File: config.mk
export PLATFORM = sky130hd
export DESIGN_NAME = grid_path_cursor_flat
export DESIGN_NICKNAME = d
export VERILOG_FILES = /design/src/rtl/gpc_pkg.sv /design/src/rtl/gpc_req_if.sv /design/src/rtl/gpc_rsp_if.sv /design/src/rtl/gpc_ram.sv /design/src/rtl/grid_path_cursor.sv /design/src/flat_wrapper.sv
export SDC_FILE = /design/constraint.sdc
export NUM_CORES = 1
export LEC_CHECK = 0
export BUFFER_PORTS_ARGS = -buffer_cell sky130_fd_sc_hd__buf_2
export CAP_MARGIN = 25
export CELL_PAD_IN_SITES_DETAIL_PLACEMENT = 1
export CELL_PAD_IN_SITES_GLOBAL_PLACEMENT = 2
export CORE_MARGIN = 2
export CORE_UTILIZATION = 42
export CTS_BUF_LIST = sky130_fd_sc_hd__clkbuf_16
export CTS_CLUSTER_DIAMETER = 50
export DETAILED_ROUTE_END_ITERATION = 7
export PLACE_DENSITY = 0.8
export SETUP_SLACK_MARGIN = 0.15
export SYNTH_ARGS = -nofsm -noshare
export SYNTH_HDL_FRONTEND = slang
export SYNTH_SLANG_ARGS = --single-unit
File: constraint.sdc
create_clock -name clk -period 3 [get_ports clk]
set_clock_uncertainty 0.15 [all_clocks]
set_input_delay 0.3 -clock clk [delete_from_list [all_inputs] [get_ports clk]]
set_output_delay 0.3 -clock clk [all_outputs]
set_load 0.02 [all_outputs]
File: src/rtl/gpc_pkg.sv
// ----------------------------------------------------------------------------
// gpc_pkg
// Shared constants, codes, types and helpers of the grid path cursor.
// ----------------------------------------------------------------------------
package gpc_pkg;

    localparam int COLS     = 4;
    localparam int ROWS     = 4;
    localparam int CELLS    = ROWS * COLS;
    localparam int IDX_W    = $clog2(CELLS);
    localparam int POS_W    = 3;
    localparam int LETTER_W = 8;
    localparam int FUNC_W   = 3;
    localparam int DIR_W    = 3;
    localparam int PATH_W   = 7;
    localparam int ENTRY_W  = 2 * POS_W + LETTER_W;

    typedef enum logic [FUNC_W-1:0] {
        FUNC_LOAD  = 3'd0,
        FUNC_START = 3'd1,
        FUNC_MOVE  = 3'd2,
        FUNC_POP   = 3'd3,
        FUNC_READ  = 3'd4
    } func_t;

    localparam logic [DIR_W-1:0] DIR_UP        = 3'd0;
    localparam logic [DIR_W-1:0] DIR_UPLEFT    = 3'd1;
    localparam logic [DIR_W-1:0] DIR_UPRIGHT   = 3'd2;
    localparam logic [DIR_W-1:0] DIR_DOWN      = 3'd3;
    localparam logic [DIR_W-1:0] DIR_DOWNLEFT  = 3'd4;
    localparam logic [DIR_W-1:0] DIR_DOWNRIGHT = 3'd5;
    localparam logic [DIR_W-1:0] DIR_LEFT      = 3'd6;
    localparam logic [DIR_W-1:0] DIR_RIGHT     = 3'd7;

    typedef struct packed {
        logic [POS_W-1:0]    col;
        logic [POS_W-1:0]    row;
        logic [LETTER_W-1:0] letter;
    } entry_t;

    function automatic logic signed [1:0] step_x(input logic [DIR_W-1:0] dir);
        logic signed [1:0] d;
        case (dir) inside
            DIR_UPLEFT, DIR_DOWNLEFT, DIR_LEFT:    d = -2'sd1;
            DIR_UPRIGHT, DIR_DOWNRIGHT, DIR_RIGHT: d = 2'sd1;
            default:                               d = 2'sd0;
        endcase
        return d;
    endfunction

    function automatic logic signed [1:0] step_y(input logic [DIR_W-1:0] dir);
        logic signed [1:0] d;
        case (dir) inside
            DIR_UP, DIR_UPLEFT, DIR_UPRIGHT:       d = -2'sd1;
            DIR_DOWN, DIR_DOWNLEFT, DIR_DOWNRIGHT: d = 2'sd1;
            default:                               d = 2'sd0;
        endcase
        return d;
    endfunction

    function automatic logic [IDX_W-1:0] cell_index(input logic [POS_W-1:0] row,
                                                    input logic [POS_W-1:0] col);
        return IDX_W'(int'(row) * COLS + int'(col));
    endfunction

    function automatic logic col_in_range(input logic signed [POS_W+1:0] c);
        return (int'(c) >= 0) && (int'(c) < COLS);
    endfunction

    function automatic logic row_in_range(input logic signed [POS_W+1:0] r);
        return (int'(r) >= 0) && (int'(r) < ROWS);
    endfunction

endpackage

File: src/rtl/gpc_req_if.sv
// ----------------------------------------------------------------------------
// gpc_req_if
// Request channel of the grid path cursor: valid/ready plus command fields.
// ----------------------------------------------------------------------------
interface gpc_req_if;
    logic                          valid;
    logic                          ready;
    logic [gpc_pkg::FUNC_W-1:0]    func;
    logic [gpc_pkg::POS_W-1:0]     col;
    logic [gpc_pkg::POS_W-1:0]     row;
    logic [gpc_pkg::DIR_W-1:0]     direction;
    logic [gpc_pkg::LETTER_W-1:0]  cell_letter;

    modport source (output valid, func, col, row, direction, cell_letter, input ready);
    modport sink   (input valid, func, col, row, direction, cell_letter, output ready);
endinterface

File: src/rtl/gpc_rsp_if.sv
// ----------------------------------------------------------------------------
// gpc_rsp_if
// Response channel of the grid path cursor: valid/ready plus result fields.
// ----------------------------------------------------------------------------
interface gpc_rsp_if;
    logic                          valid;
    logic                          ready;
    logic                          ok;
    logic [gpc_pkg::LETTER_W-1:0]  letter;
    logic [gpc_pkg::POS_W-1:0]     cur_col;
    logic [gpc_pkg::POS_W-1:0]     cur_row;
    logic [gpc_pkg::PATH_W-1:0]    path_len;
    logic                          last;

    modport source (output valid, ok, letter, cur_col, cur_row, path_len, last, input ready);
    modport sink   (input valid, ok, letter, cur_col, cur_row, path_len, last, output ready);
endinterface

File: src/rtl/gpc_ram.sv
// ----------------------------------------------------------------------------
// gpc_ram
// Generic single write port, single read port RAM with registered read data.
// ----------------------------------------------------------------------------
module gpc_ram #(
    parameter int WIDTH = 8,
    parameter int DEPTH = 16
) (
    input  logic                     clk,
    input  logic                     we,
    input  logic [$clog2(DEPTH)-1:0] wr_addr,
    input  logic [WIDTH-1:0]         wr_data,
    input  logic [$clog2(DEPTH)-1:0] rd_addr,
    output logic [WIDTH-1:0]         rd_data
);

    logic [WIDTH-1:0] mem_reg [DEPTH];
    logic [WIDTH-1:0] rd_data_reg;

    always_ff @(posedge clk)
    begin
        if (we)
        begin
            mem_reg[wr_addr] <= wr_data;
        end
        rd_data_reg <= mem_reg[rd_addr];
    end

    assign rd_data = rd_data_reg;

endmodule

File: src/rtl/grid_path_cursor.sv
// ----------------------------------------------------------------------------
// grid_path_cursor
// Cursor over a letter grid with a path stack, one command at a time.
// ----------------------------------------------------------------------------
// Commands arrive on req (valid/ready); each is taken only while the block is
// idle, and ready stays low until every result of that command is taken on rsp.
// Every command returns one transaction with last set, except read word with a
// cursor placed, which returns one transaction per path position, oldest first,
// with last on the final one.
// A move first runs a visited-position check, which walks the stack RAM
// through its single read port, one entry per cycle.
// Grid and stack live in two small RAMs with no reset; reset only clears the
// sequencer, the path depth, the cursor flag and the result and compare
// valid flags, so the block is ready as soon as reset is released. A stalled
// rsp holds the result register and the sequencer waits; nothing is dropped.
// ----------------------------------------------------------------------------
module grid_path_cursor (
    input  logic      clk,
    input  logic      rst_n,
    gpc_req_if.sink   req,
    gpc_rsp_if.source rsp
);

    import gpc_pkg::*;

    typedef enum logic [10:0] {
        S_IDLE      = 11'b000_0000_0001,
        S_GRID_WAIT = 11'b000_0000_0010,
        S_START     = 11'b000_0000_0100,
        S_SCAN      = 11'b000_0000_1000,
        S_MOVE      = 11'b000_0001_0000,
        S_POP_RD    = 11'b000_0010_0000,
        S_POP       = 11'b000_0100_0000,
        S_RW_RD     = 11'b000_1000_0000,
        S_RW_OUT    = 11'b001_0000_0000,
        S_RESP      = 11'b010_0000_0000,
        S_EMIT      = 11'b100_0000_0000
    } state_t;

    state_t              state_reg, state_next;
    logic [PATH_W-1:0]   depth_reg, depth_next;
    logic                active_reg, active_next;
    entry_t              top_reg, top_next;
    logic [POS_W-1:0]    tgt_col_reg, tgt_col_next;
    logic [POS_W-1:0]    tgt_row_reg, tgt_row_next;
    logic [PATH_W-1:0]   scan_reg, scan_next;
    logic                cmp_valid_reg, cmp_valid_next;
    logic                seen_reg, seen_next;
    logic [PATH_W-1:0]   rd_idx_reg, rd_idx_next;
    logic                ok_reg, ok_next;

    logic                out_valid_reg, out_valid_next;
    logic                out_ok_reg, out_ok_next;
    logic [LETTER_W-1:0] out_letter_reg, out_letter_next;
    logic [POS_W-1:0]    out_col_reg, out_col_next;
    logic [POS_W-1:0]    out_row_reg, out_row_next;
    logic [PATH_W-1:0]   out_len_reg, out_len_next;
    logic                out_last_reg, out_last_next;

    logic                    grid_we;
    logic [IDX_W-1:0]        grid_rd_addr;
    logic [LETTER_W-1:0]     grid_rd_data;
    logic                    stack_we;
    logic [IDX_W-1:0]        stack_wr_addr;
    entry_t                  stack_wr_data;
    logic [IDX_W-1:0]        stack_rd_addr;
    logic [ENTRY_W-1:0]      stack_rd_raw;
    entry_t                  stack_rd_data;

    logic                    accept;
    logic signed [POS_W+1:0] next_col;
    logic signed [POS_W+1:0] next_row;
    logic                    scan_issue;
    entry_t                  cur;

    assign req.ready     = (state_reg == S_IDLE);
    assign accept        = req.valid && req.ready;
    assign stack_rd_data = entry_t'(stack_rd_raw);
    assign grid_rd_addr  = cell_index(tgt_row_reg, tgt_col_reg);

    // cursor as seen on the result fields: all zero until a start succeeds
    assign cur = active_reg ? top_reg : '0;

    assign next_col   = $signed({2'b00, top_reg.col}) + step_x(req.direction);
    assign next_row   = $signed({2'b00, top_reg.row}) + step_y(req.direction);
    assign scan_issue = (scan_reg < depth_reg);

    gpc_ram #(
        .WIDTH (LETTER_W),
        .DEPTH (CELLS)
    ) u_grid_ram (
        .clk     (clk),
        .we      (grid_we),
        .wr_addr (cell_index(req.row, req.col)),
        .wr_data (req.cell_letter),
        .rd_addr (grid_rd_addr),
        .rd_data (grid_rd_data)
    );

    gpc_ram #(
        .WIDTH (ENTRY_W),
        .DEPTH (CELLS)
    ) u_stack_ram (
        .clk     (clk),
        .we      (stack_we),
        .wr_addr (stack_wr_addr),
        .wr_data (stack_wr_data),
        .rd_addr (stack_rd_addr),
        .rd_data (stack_rd_raw)
    );

    always_comb
    begin
        unique case (state_reg)
            S_POP_RD: stack_rd_addr = IDX_W'(depth_reg - PATH_W'(2));
            S_RW_RD:  stack_rd_addr = rd_idx_reg[IDX_W-1:0];
            default:  stack_rd_addr = scan_reg[IDX_W-1:0];
        endcase
    end

    always_comb
    begin
        state_next      = state_reg;
        depth_next      = depth_reg;
        active_next     = active_reg;
        top_next        = top_reg;
        tgt_col_next    = tgt_col_reg;
        tgt_row_next    = tgt_row_reg;
        scan_next       = scan_reg;
        cmp_valid_next  = cmp_valid_reg;
        seen_next       = seen_reg;
        rd_idx_next     = rd_idx_reg;
        ok_next         = ok_reg;
        out_valid_next  = out_valid_reg;
        out_ok_next     = out_ok_reg;
        out_letter_next = out_letter_reg;
        out_col_next    = out_col_reg;
        out_row_next    = out_row_reg;
        out_len_next    = out_len_reg;
        out_last_next   = out_last_reg;
        grid_we         = 1'b0;
        stack_we        = 1'b0;
        stack_wr_addr   = depth_reg[IDX_W-1:0];
        stack_wr_data   = '{col: tgt_col_reg, row: tgt_row_reg, letter: grid_rd_data};

        unique case (state_reg)
            S_IDLE:
            begin
                if (accept)
                begin
                    ok_next    = 1'b0;
                    state_next = S_RESP;
                    unique case (req.func)
                        FUNC_LOAD:
                        begin
                            if (col_in_range({2'b00, req.col}) && row_in_range({2'b00, req.row}))
                            begin
                                grid_we = 1'b1;
                                ok_next = 1'b1;
                            end
                        end
                        FUNC_START:
                        begin
                            if (col_in_range({2'b00, req.col}) && row_in_range({2'b00, req.row}))
                            begin
                                tgt_col_next = req.col;
                                tgt_row_next = req.row;
                                state_next   = S_GRID_WAIT;
                            end
                        end
                        FUNC_MOVE:
                        begin
                            if (active_reg && (int'(depth_reg) < CELLS)
                                && col_in_range(next_col) && row_in_range(next_row))
                            begin
                                tgt_col_next   = next_col[POS_W-1:0];
                                tgt_row_next   = next_row[POS_W-1:0];
                                scan_next      = '0;
                                cmp_valid_next = 1'b0;
                                seen_next      = 1'b0;
                                state_next     = S_SCAN;
                            end
                        end
                        FUNC_POP:
                        begin
                            if (active_reg && (depth_reg > PATH_W'(1)))
                            begin
                                state_next = S_POP_RD;
                            end
                        end
                        FUNC_READ:
                        begin
                            if (active_reg)
                            begin
                                rd_idx_next = '0;
                                state_next  = S_RW_RD;
                            end
                        end
                        default:
                        begin
                            ok_next = 1'b0;
                        end
                    endcase
                end
            end
            S_GRID_WAIT:
            begin
                state_next = S_START;
            end
            S_START:
            begin
                stack_we      = 1'b1;
                stack_wr_addr = '0;
                top_next      = stack_wr_data;
                depth_next    = PATH_W'(1);
                active_next   = 1'b1;
                ok_next       = 1'b1;
                state_next    = S_RESP;
            end
            S_SCAN:
            begin
                // reads are issued one entry per cycle, each compared in the cycle after its issue
                if (scan_issue)
                begin
                    scan_next = scan_reg + PATH_W'(1);
                end
                cmp_valid_next = scan_issue;
                if (cmp_valid_reg && (stack_rd_data.col == tgt_col_reg)
                    && (stack_rd_data.row == tgt_row_reg))
                begin
                    seen_next = 1'b1;
                end
                if (!scan_issue && !cmp_valid_reg)
                begin
                    state_next = seen_reg ? S_RESP : S_MOVE;
                end
            end
            S_MOVE:
            begin
                stack_we   = 1'b1;
                top_next   = stack_wr_data;
                depth_next = depth_reg + PATH_W'(1);
                ok_next    = 1'b1;
                state_next = S_RESP;
            end
            S_POP_RD:
            begin
                state_next = S_POP;
            end
            S_POP:
            begin
                top_next   = stack_rd_data;
                depth_next = depth_reg - PATH_W'(1);
                ok_next    = 1'b1;
                state_next = S_RESP;
            end
            S_RW_RD:
            begin
                state_next = S_RW_OUT;
            end
            S_RW_OUT:
            begin
                out_valid_next  = 1'b1;
                out_ok_next     = 1'b1;
                out_letter_next = stack_rd_data.letter;
                out_col_next    = cur.col;
                out_row_next    = cur.row;
                out_len_next    = depth_reg;
                out_last_next   = (rd_idx_reg == depth_reg - PATH_W'(1));
                state_next      = S_EMIT;
            end
            S_RESP:
            begin
                out_valid_next  = 1'b1;
                out_ok_next     = ok_reg;
                out_letter_next = cur.letter;
                out_col_next    = cur.col;
                out_row_next    = cur.row;
                out_len_next    = depth_reg;
                out_last_next   = 1'b1;
                state_next      = S_EMIT;
            end
            S_EMIT:
            begin
                if (rsp.ready)
                begin
                    out_valid_next = 1'b0;
                    if (out_last_reg)
                    begin
                        state_next = S_IDLE;
                    end
                    else
                    begin
                        rd_idx_next = rd_idx_reg + PATH_W'(1);
                        state_next  = S_RW_RD;
                    end
                end
            end
            default:
            begin
                state_next = S_IDLE;
            end
        endcase
    end

    always_ff @(posedge clk or negedge rst_n)
    begin
        if (!rst_n)
        begin
            state_reg     <= S_IDLE;
            depth_reg     <= '0;
            active_reg    <= 1'b0;
            out_valid_reg <= 1'b0;
            cmp_valid_reg <= 1'b0;
        end
        else
        begin
            state_reg     <= state_next;
            depth_reg     <= depth_next;
            active_reg    <= active_next;
            out_valid_reg <= out_valid_next;
            cmp_valid_reg <= cmp_valid_next;
        end
    end

    always_ff @(posedge clk)
    begin
        top_reg        <= top_next;
        tgt_col_reg    <= tgt_col_next;
        tgt_row_reg    <= tgt_row_next;
        scan_reg       <= scan_next;
        seen_reg       <= seen_next;
        rd_idx_reg     <= rd_idx_next;
        ok_reg         <= ok_next;
        out_ok_reg     <= out_ok_next;
        out_letter_reg <= out_letter_next;
        out_col_reg    <= out_col_next;
        out_row_reg    <= out_row_next;
        out_len_reg    <= out_len_next;
        out_last_reg   <= out_last_next;
    end

    assign rsp.valid    = out_valid_reg;
    assign rsp.ok       = out_ok_reg;
    assign rsp.letter   = out_letter_reg;
    assign rsp.cur_col  = out_col_reg;
    assign rsp.cur_row  = out_row_reg;
    assign rsp.path_len = out_len_reg;
    assign rsp.last     = out_last_reg;

    a_active_depth: assert property (@(posedge clk) disable iff (!rst_n)
        active_reg |-> (depth_reg != '0) && (int'(depth_reg) <= CELLS))
        else $error("path depth out of range while cursor active");

    a_no_overlap: assert property (@(posedge clk) disable iff (!rst_n)
        req.ready |-> !out_valid_reg)
        else $error("new command taken while a result is pending");

    a_depth_step: assert property (@(posedge clk) disable iff (!rst_n)
        !$stable(depth_reg) |-> (depth_reg == PATH_W'(1))
            || (depth_reg == $past(depth_reg) + PATH_W'(1))
            || (depth_reg == $past(depth_reg) - PATH_W'(1)))
        else $error("path depth jumped by more than one");

    a_scan_bound: assert property (@(posedge clk) disable iff (!rst_n)
        (state_reg == S_SCAN) |-> (scan_reg <= depth_reg))
        else $error("visited scan ran past the path depth");

endmodule

File: src/flat_wrapper.sv
// flat-port wrapper written by rule: the top's interface ports become plain ports
module grid_path_cursor_flat import gpc_pkg::*;
  (clk, rst_n, req_valid, req_func, req_col, req_row, req_direction, req_cell_letter, req_ready, rsp_valid, rsp_ok, rsp_letter, rsp_cur_col, rsp_cur_row, rsp_path_len, rsp_last, rsp_ready);
  gpc_req_if req_i ();
  gpc_rsp_if rsp_i ();
  input  logic clk;
  input  logic rst_n;
  input wire logic [$bits(req_i.valid)-1:0] req_valid;
  input wire logic [$bits(req_i.func)-1:0] req_func;
  input wire logic [$bits(req_i.col)-1:0] req_col;
  input wire logic [$bits(req_i.row)-1:0] req_row;
  input wire logic [$bits(req_i.direction)-1:0] req_direction;
  input wire logic [$bits(req_i.cell_letter)-1:0] req_cell_letter;
  output wire logic [$bits(req_i.ready)-1:0] req_ready;
  output wire logic [$bits(rsp_i.valid)-1:0] rsp_valid;
  output wire logic [$bits(rsp_i.ok)-1:0] rsp_ok;
  output wire logic [$bits(rsp_i.letter)-1:0] rsp_letter;
  output wire logic [$bits(rsp_i.cur_col)-1:0] rsp_cur_col;
  output wire logic [$bits(rsp_i.cur_row)-1:0] rsp_cur_row;
  output wire logic [$bits(rsp_i.path_len)-1:0] rsp_path_len;
  output wire logic [$bits(rsp_i.last)-1:0] rsp_last;
  input wire logic [$bits(rsp_i.ready)-1:0] rsp_ready;
  assign req_i.valid = req_valid;
  assign req_i.func = req_func;
  assign req_i.col = req_col;
  assign req_i.row = req_row;
  assign req_i.direction = req_direction;
  assign req_i.cell_letter = req_cell_letter;
  assign req_ready = req_i.ready;
  assign rsp_valid = rsp_i.valid;
  assign rsp_ok = rsp_i.ok;
  assign rsp_letter = rsp_i.letter;
  assign rsp_cur_col = rsp_i.cur_col;
  assign rsp_cur_row = rsp_i.cur_row;
  assign rsp_path_len = rsp_i.path_len;
  assign rsp_last = rsp_i.last;
  assign rsp_i.ready = rsp_ready;
  grid_path_cursor u_core (.clk(clk), .rst_n(rst_n), .req(req_i), .rsp(rsp_i));
endmodule
Word level (Yosys, flattened, before mapping):

Memory sizes are Yosys's and may differ from the RTL's. A register that Yosys moved wholly into a read port is not among the register bits.
Index checks and enable logic that the tools add are counted.

* muxes and demuxes: 59
* reductions and logical operators: 38
* magnitude comparators: 9
* equality and inequality tests: 37
* add/sub/neg operators: 9

Operator list (count)
* case mux 11 bit (8 select lines): 1
* 2-to-1 mux 7 bit: 9
* 2-to-1 mux 10 bit: 5
* case mux 11 bit (4 select lines): 1
* 2-to-1 mux 11 bit: 3
* case mux 14 bit (2 select lines): 1
* case mux 7 bit (2 select lines): 2
* adder 7 x 1 -> 7 bit, second input constant: 3
* case mux 7 bit (3 select lines): 1
* 2-to-1 mux 1 bit: 17
* 2-to-1 mux 8 bit: 2
* case mux 8 bit (2 select lines): 1
* == test 3 bit, second input constant: 5
* AND reduction 5 bit: 3
* OR reduction 3 bit: 5
* != test 2 bit, second input constant: 7
* nonzero test 2 bit: 7
* == test 3 x 2 -> 1 bit, second input constant: 4
* 2-to-1 mux 3 bit: 4
* case mux 1 bit (2 select lines): 6
* case mux 3 bit (2 select lines): 2
* == test 11 x 1 -> 1 bit, second input constant: 1
* == test 11 x 10 -> 1 bit, second input constant: 1
* == test 11 bit, second input constant: 1
* 34 further kinds: 60

* word-level logic and storage cells: 174
* output and inout port bits: 25
* memory bits (writable): 352
* register bits: 80
* input port bits: 24
* memories kept: 2

Memories
* u_core.u_stack_ram.mem_reg: depth 16, width 14, rd ports 1, clocked after memory_dff 1, write ports 1, RTL line gpc_ram.sv:17 `logic [WIDTH-1:0] mem_reg [DEPTH];`
* u_core.u_grid_ram.mem_reg: depth 16, width 8, rd ports 1, clocked after memory_dff 1, write ports 1, RTL line gpc_ram.sv:17

Logic depth before layout (Yosys ltp):

* depth after elaboration: 13
* gate-level depth with buffers: 12
* mapped depth without buffers: 12

By module:

Synthesis repeated with hierarchy kept, for this count alone.

* cell total of the unflattened synthesis: 1091
* area, all modules: 18884.4 um2

By module, submodules not included
* gpc_ram (u_core.u_stack_ram): sequential area each 7006.7 um2, cells an instance 379, instances 1, area each 8763.4 um2
* gpc_ram (u_core.u_grid_ram): sequential area each 4003.8 um2, cells an instance 229, instances 1, area each 5147.4 um2
* grid_path_cursor: sequential area each 2298.5 um2, cells an instance 483, instances 1, area each 4973.5 um2

Least setup slack after synthesis:

Ideal clock, no wire load.

* kind: register -> register
* start: register u_core.state_reg[5]
* end: memory u_core.u_grid_ram.mem_reg[0][0] (enable)
* clock period less this slack: 3.288 ns
* path buffers: 3
* slack: -0.288 ns
* library setup time: 0.383 ns
* data arrival time: 2.755 ns
* cell stages (with the launch flop): 12
* required time: 2.467 ns
* cells stage by stage: dfrtp_1 -> nor3_1 -> and3b_1 -> clkbuf_1 -> and4b_1 -> clkbuf_1 -> and2_0 -> clkbuf_1 -> nand2_1 -> nor2_1 -> nand2_1 -> nor3_1

* longest elaborated chain between the ends: 6

Ends and longest elaborated chain
* start, declared: RTL line grid_path_cursor.sv:40 `state_t state_reg, state_next;`
* start signal, assigned: RTL line grid_path_cursor.sv:318 `state_reg <= state_next;`
* == test 11 x 1 -> 1 bit *: RTL line grid_path_cursor.sv:76 `assign req.ready = (state_reg == S_IDLE);`
* via req_ready: RTL line flat_wrapper.sv:14 `output wire logic [$bits(req_i.ready)-1:0] req_ready;`
* logical AND 1 bit: RTL line grid_path_cursor.sv:77 `assign accept = req.valid && req.ready;`
* 2-to-1 mux 1 bit: RTL line grid_path_cursor.sv:149 `if (accept)`
* 2-to-1 mux 1 bit *: RTL line grid_path_cursor.sv:146 `unique case (state_reg)`
* 2-to-1 mux 1 bit *: RTL line gpc_ram.sv:22 `if (we)`
* 2-to-1 mux 1 bit (not written as such) *: RTL line gpc_ram.sv:24 `mem_reg[wr_addr] <= wr_data;`
* end, declared: RTL line gpc_ram.sv:17

The timed path passes the listed nets; every way through them passes the cells marked *.

Final worst setup path:

* start: register u_core.state_reg[6]
* end: register u_core.u_stack_ram.rd_data_reg[9] (netlist: u_core.u_stack_ram.rd_data[9]), read port of u_core.u_stack_ram.mem_reg

* longest elaborated chain between the ends: 2
* elaborated cells between the ends (all ways): 3
* those cells by class: 2 x eq/ne; 1 x mux

Ends and longest elaborated chain
* == test 11 x 8 -> 1 bit or == test 11 x 6 -> 1 bit (tied branches): RTL line grid_path_cursor.sv:114 `unique case (state_reg)`
* case mux 4 bit (2 select lines) *: RTL line grid_path_cursor.sv:114
* end, declared: RTL line gpc_ram.sv:18 `logic [WIDTH-1:0] rd_data_reg;`

Mark *: on every way between the ends. The rest lies on a longest branch, timed or not.
A chain may end at the register's enable or synchronous reset.

==> results.yml <==
status:
  status: "complete, but fails checks"
  violations: "setup timing"
logic_synthesis:
  synthArstFlopShare: 0.0463
  synth.ff_latch_count: 454
  yosys_warnings: 0
  syn_area_per_cell_um2: 15.2
  syn_inst: 1236
  synth_area_mm2: 0.0188
  synth.distinct_cells: 72
  ys.flop_type: "edfxtp_1"
  synth.top_cells.by_area: "edfxtp_1 (66%), mux4_2 (4.8%), nand2_1 (3.9%), mux2i_1 (3.1%), dfrtp_1 (2.7%)"
  synth_nets: 1286
  ys_seq_area_frac: 0.709
  yosysMostFrequentCell: "edfxtp_1"
  synth_top_cell_area_share: 0.658
  synthTopCellsByCount: "edfxtp_1 (411), nand2_1 (194), nor2_1 (68)"
  synth_edf_count: 411
  yosysTopAreaCell: "edfxtp_1"
floorplan:
  die-width_um: 215
  die-area_mm2: 0.0464
  core_mm2: 0.0441
  rows: 77
  die-height_um: 215
  pin_count: 49
  initial_core_util: 0.425
final_layout:
  nFillCells: 4284
  layout-drive-gt1-share: 0.283
  finalInstanceArea_mm2: 0.0235
  largest_register_ffs: 224
  area_growth_syn_to_layout_pct: 25.0
  register_area_mm2: 0.0133
  final_nets: 1510
  multi_input_comb_area_mm2: 0.00568
setup_path:
  r2r_cells: 14
  critPathLaunch: "u_core.state_reg[6]"
  required_ns: 3.34
  crit_fanout: 6
  path_class: "flip-flop to flip-flop"
  cp-start-kind: "flip-flop"
  reg2reg_from: "u_core.state_reg[6]"
  cp.arrival_ns: 3.40
  cp-end-kind: "flip-flop"
  r2r-end: "u_core.u_stack_ram.rd_data[9]"
  regToRegSetupSlack_ns: -0.06
power_and_ir_drop:
  swShare: 0.244
  powerDensity_mw_per_mm2: 629
  peakVddDrop_uv: 526
  pwr-share-clk: 0.395
  p_switching_mw: 3.59
  seq_power_share: 0.489
  leakagePower_nw: 8.24
  power.total_mw: 14.7
  combPwrFrac: 0.116
  internal_power_mw: 11.2
timing:
  worst_hold_slack_ns: 0.109
  post-route-period-util: 1.02
  final.setup.worst_slack_ns: -0.0583
  rsz0062_at_grt: "yes"
  slew_viol_final: 0
  fmax_mhz: 327
  tightest_slew_ns: 0.776
  final_hold_viol_count: 0
  fin_crit_ns: 3.06
  relSlewSlack: 0.483
  setup_viol: 5
place:
  place_congestion: 0.773
  io_buffers: 48
  dp_hpwl_um: 31900
  place_area_mm2: 0.0207
  dp_slack_ns: -0.223
route:
  drtIter0Drc: 900
  antenna_left: 0
  vias_per_cell: 5.55
  drt-pass1-iter-count: 6
  vias: 11600
  routed_wl_um: 50500
  wl_per_cell_um: 24.2
  drc: 0
flow_run:
  max_cap_viol_count: 0
clocking:
  clk_pin_slew_worst_paths_ns: 0.06
  clock_sinks: 454
  cts.path.max_buffers: 3
  clock_latency_ns: 0.59
  cts_made_buffers: 47
  cts_tree: "done"
  cts-htree-levels: 2
  cts_root_buf: "clkbuf_16"
global_route:
  grt_pass1_vias: 12500
  grt.total_usage: 0.218
  grt_pass1_wl_um: 76500
  antenna_found_initial: 0
  grt_overflow: 0
  grt_max_degree: 51
min_path:
  holdCritPathClass: "input pin to asynchronous set/reset pin"
-- power groups by stage --
| stage | Combinational [mW] | Clock [mW] | Sequential (mW) |
|---|---|---|---|
| floorplan | 0.761 | 0 | 7.37 |
| global placement | 1.44 | 0 | 7.32 |
| detailed placement | 1.48 | 0 | 7.34 |
| CTS | 1.64 | 5.93 | 7.21 |
| global route | 1.83 | 6.15 | 7.22 |
| finish | 1.71 | 5.82 | 7.21 |
-- per-stage QoR --
step	TNS (ns)	instances	utilization
final	-0.113	2092	0.532
after global routing	-1.17	2091	0.532
after CTS	0	2075	0.522
after detailed placement	-3.50	1937	0.468
after global placement	-0.494	1937	0.468
after floorplan	0	1236	-
-- area by class of cell --
| cell class | instances | area share |
|---|---|---|
| repair buffers | 234 | 0.0899 |
| clock buffers | 48 | 0.0512 |
| diodes | 1 | 0.000107 |
| clock inverters | 40 | 0.0149 |
| well taps | 592 | 0.0316 |
| flip-flops and latches | 454 | 0.568 |
| inverters | 16 | 0.00272 |
| multi-input cells | 707 | 0.242 |
-- critical path: stages (launching register included) --
cell	delay (ns)
dfrtp_1	0.41
nor4_4	0.24
buf_4	0.18
nand3_4	0.09
buf_6	0.14
o311a_4	0.32
o21bai_4	0.19
buf_12	0.16
buf_12	0.13
mux2i_1	0.21
o22ai_2	0.11
a211oi_2	0.24
buf_4	0.18
a2111oi_4	0.04
buf_4	0.19
-- routing by layer --
metal	GRT usage	vias to the layer above	routed length [µm]
met5	0	-	0
met4	0.0703	0	1230
met3	0.0275	76	2290
met2	0.375	318	25700
met1	0.288	6034	21400
li1	-	5175	-
-- cells in the final DEF, fill, tap and decap left out, types with 8 or more instances in the layout --
cell,Yosys,routed
buf_4,4,133
a32o_1,13,10
a2111oi_4,0,10
o21ai_0,24,24
nand2b_1,13,13
mux2i_1,58,51
nand4_1,8,8
and3_1,22,20
dfxtp_1,22,22
nor2_1,68,62
dlygate4sd3_1,0,18
nand2_1,194,193
edfxtp_1,411,411
a21oi_1,24,17
inv_1,16,30
clkbuf_16,0,49
nor3_1,19,10
buf_2,12,48
dfrtp_1,20,18
nand3_1,30,30
and2_1,10,10
a211oi_2,0,12
xor2_1,14,14
o22ai_1,19,12
buf_12,0,20
xnor2_1,21,21
mux4_2,40,40
clkinv_1,0,8
ha_1,24,22
-- cell families after synthesis --
| family | after synthesis | share of synthesized area |
|---|---|---|
| flops | 454 | 0.709 |
| simple gates | 393 | 0.0954 |
| compound gates | 150 | 0.0621 |
| mux | 103 | 0.0819 |
| buf+inv | 75 | 0.0170 |
| xor+xnor | 35 | 0.0163 |
| fa+ha+maj | 26 | 0.0181 |
-- worst max-delay path by stage --
stage	endpoint	depth (start not counted)
after global placement	u_core.u_stack_ram.rd_data[2]	11
after CTS	u_core.u_stack_ram.rd_data[9]	14
after global routing	u_core.u_stack_ram.rd_data[4]	14
final	u_core.u_stack_ram.rd_data[9]	14
after floorplan	u_core.u_grid_ram.mem_reg[3][0]	11
after detailed placement	u_core.u_stack_ram.rd_data[2]	11
-- timing repair --
item | CTS | global route
pin swaps | 14 | 13
resized for setup | 45 | 56
hold buffers | 18 | 0
endpoints found under the hold margin | 159 | 0
setup endpoints to repair | 103 | 190
buffers inserted | 27 | 15
gates cloned | 5 | 1
No activity file was read; power rests on OpenSTA's default activity.
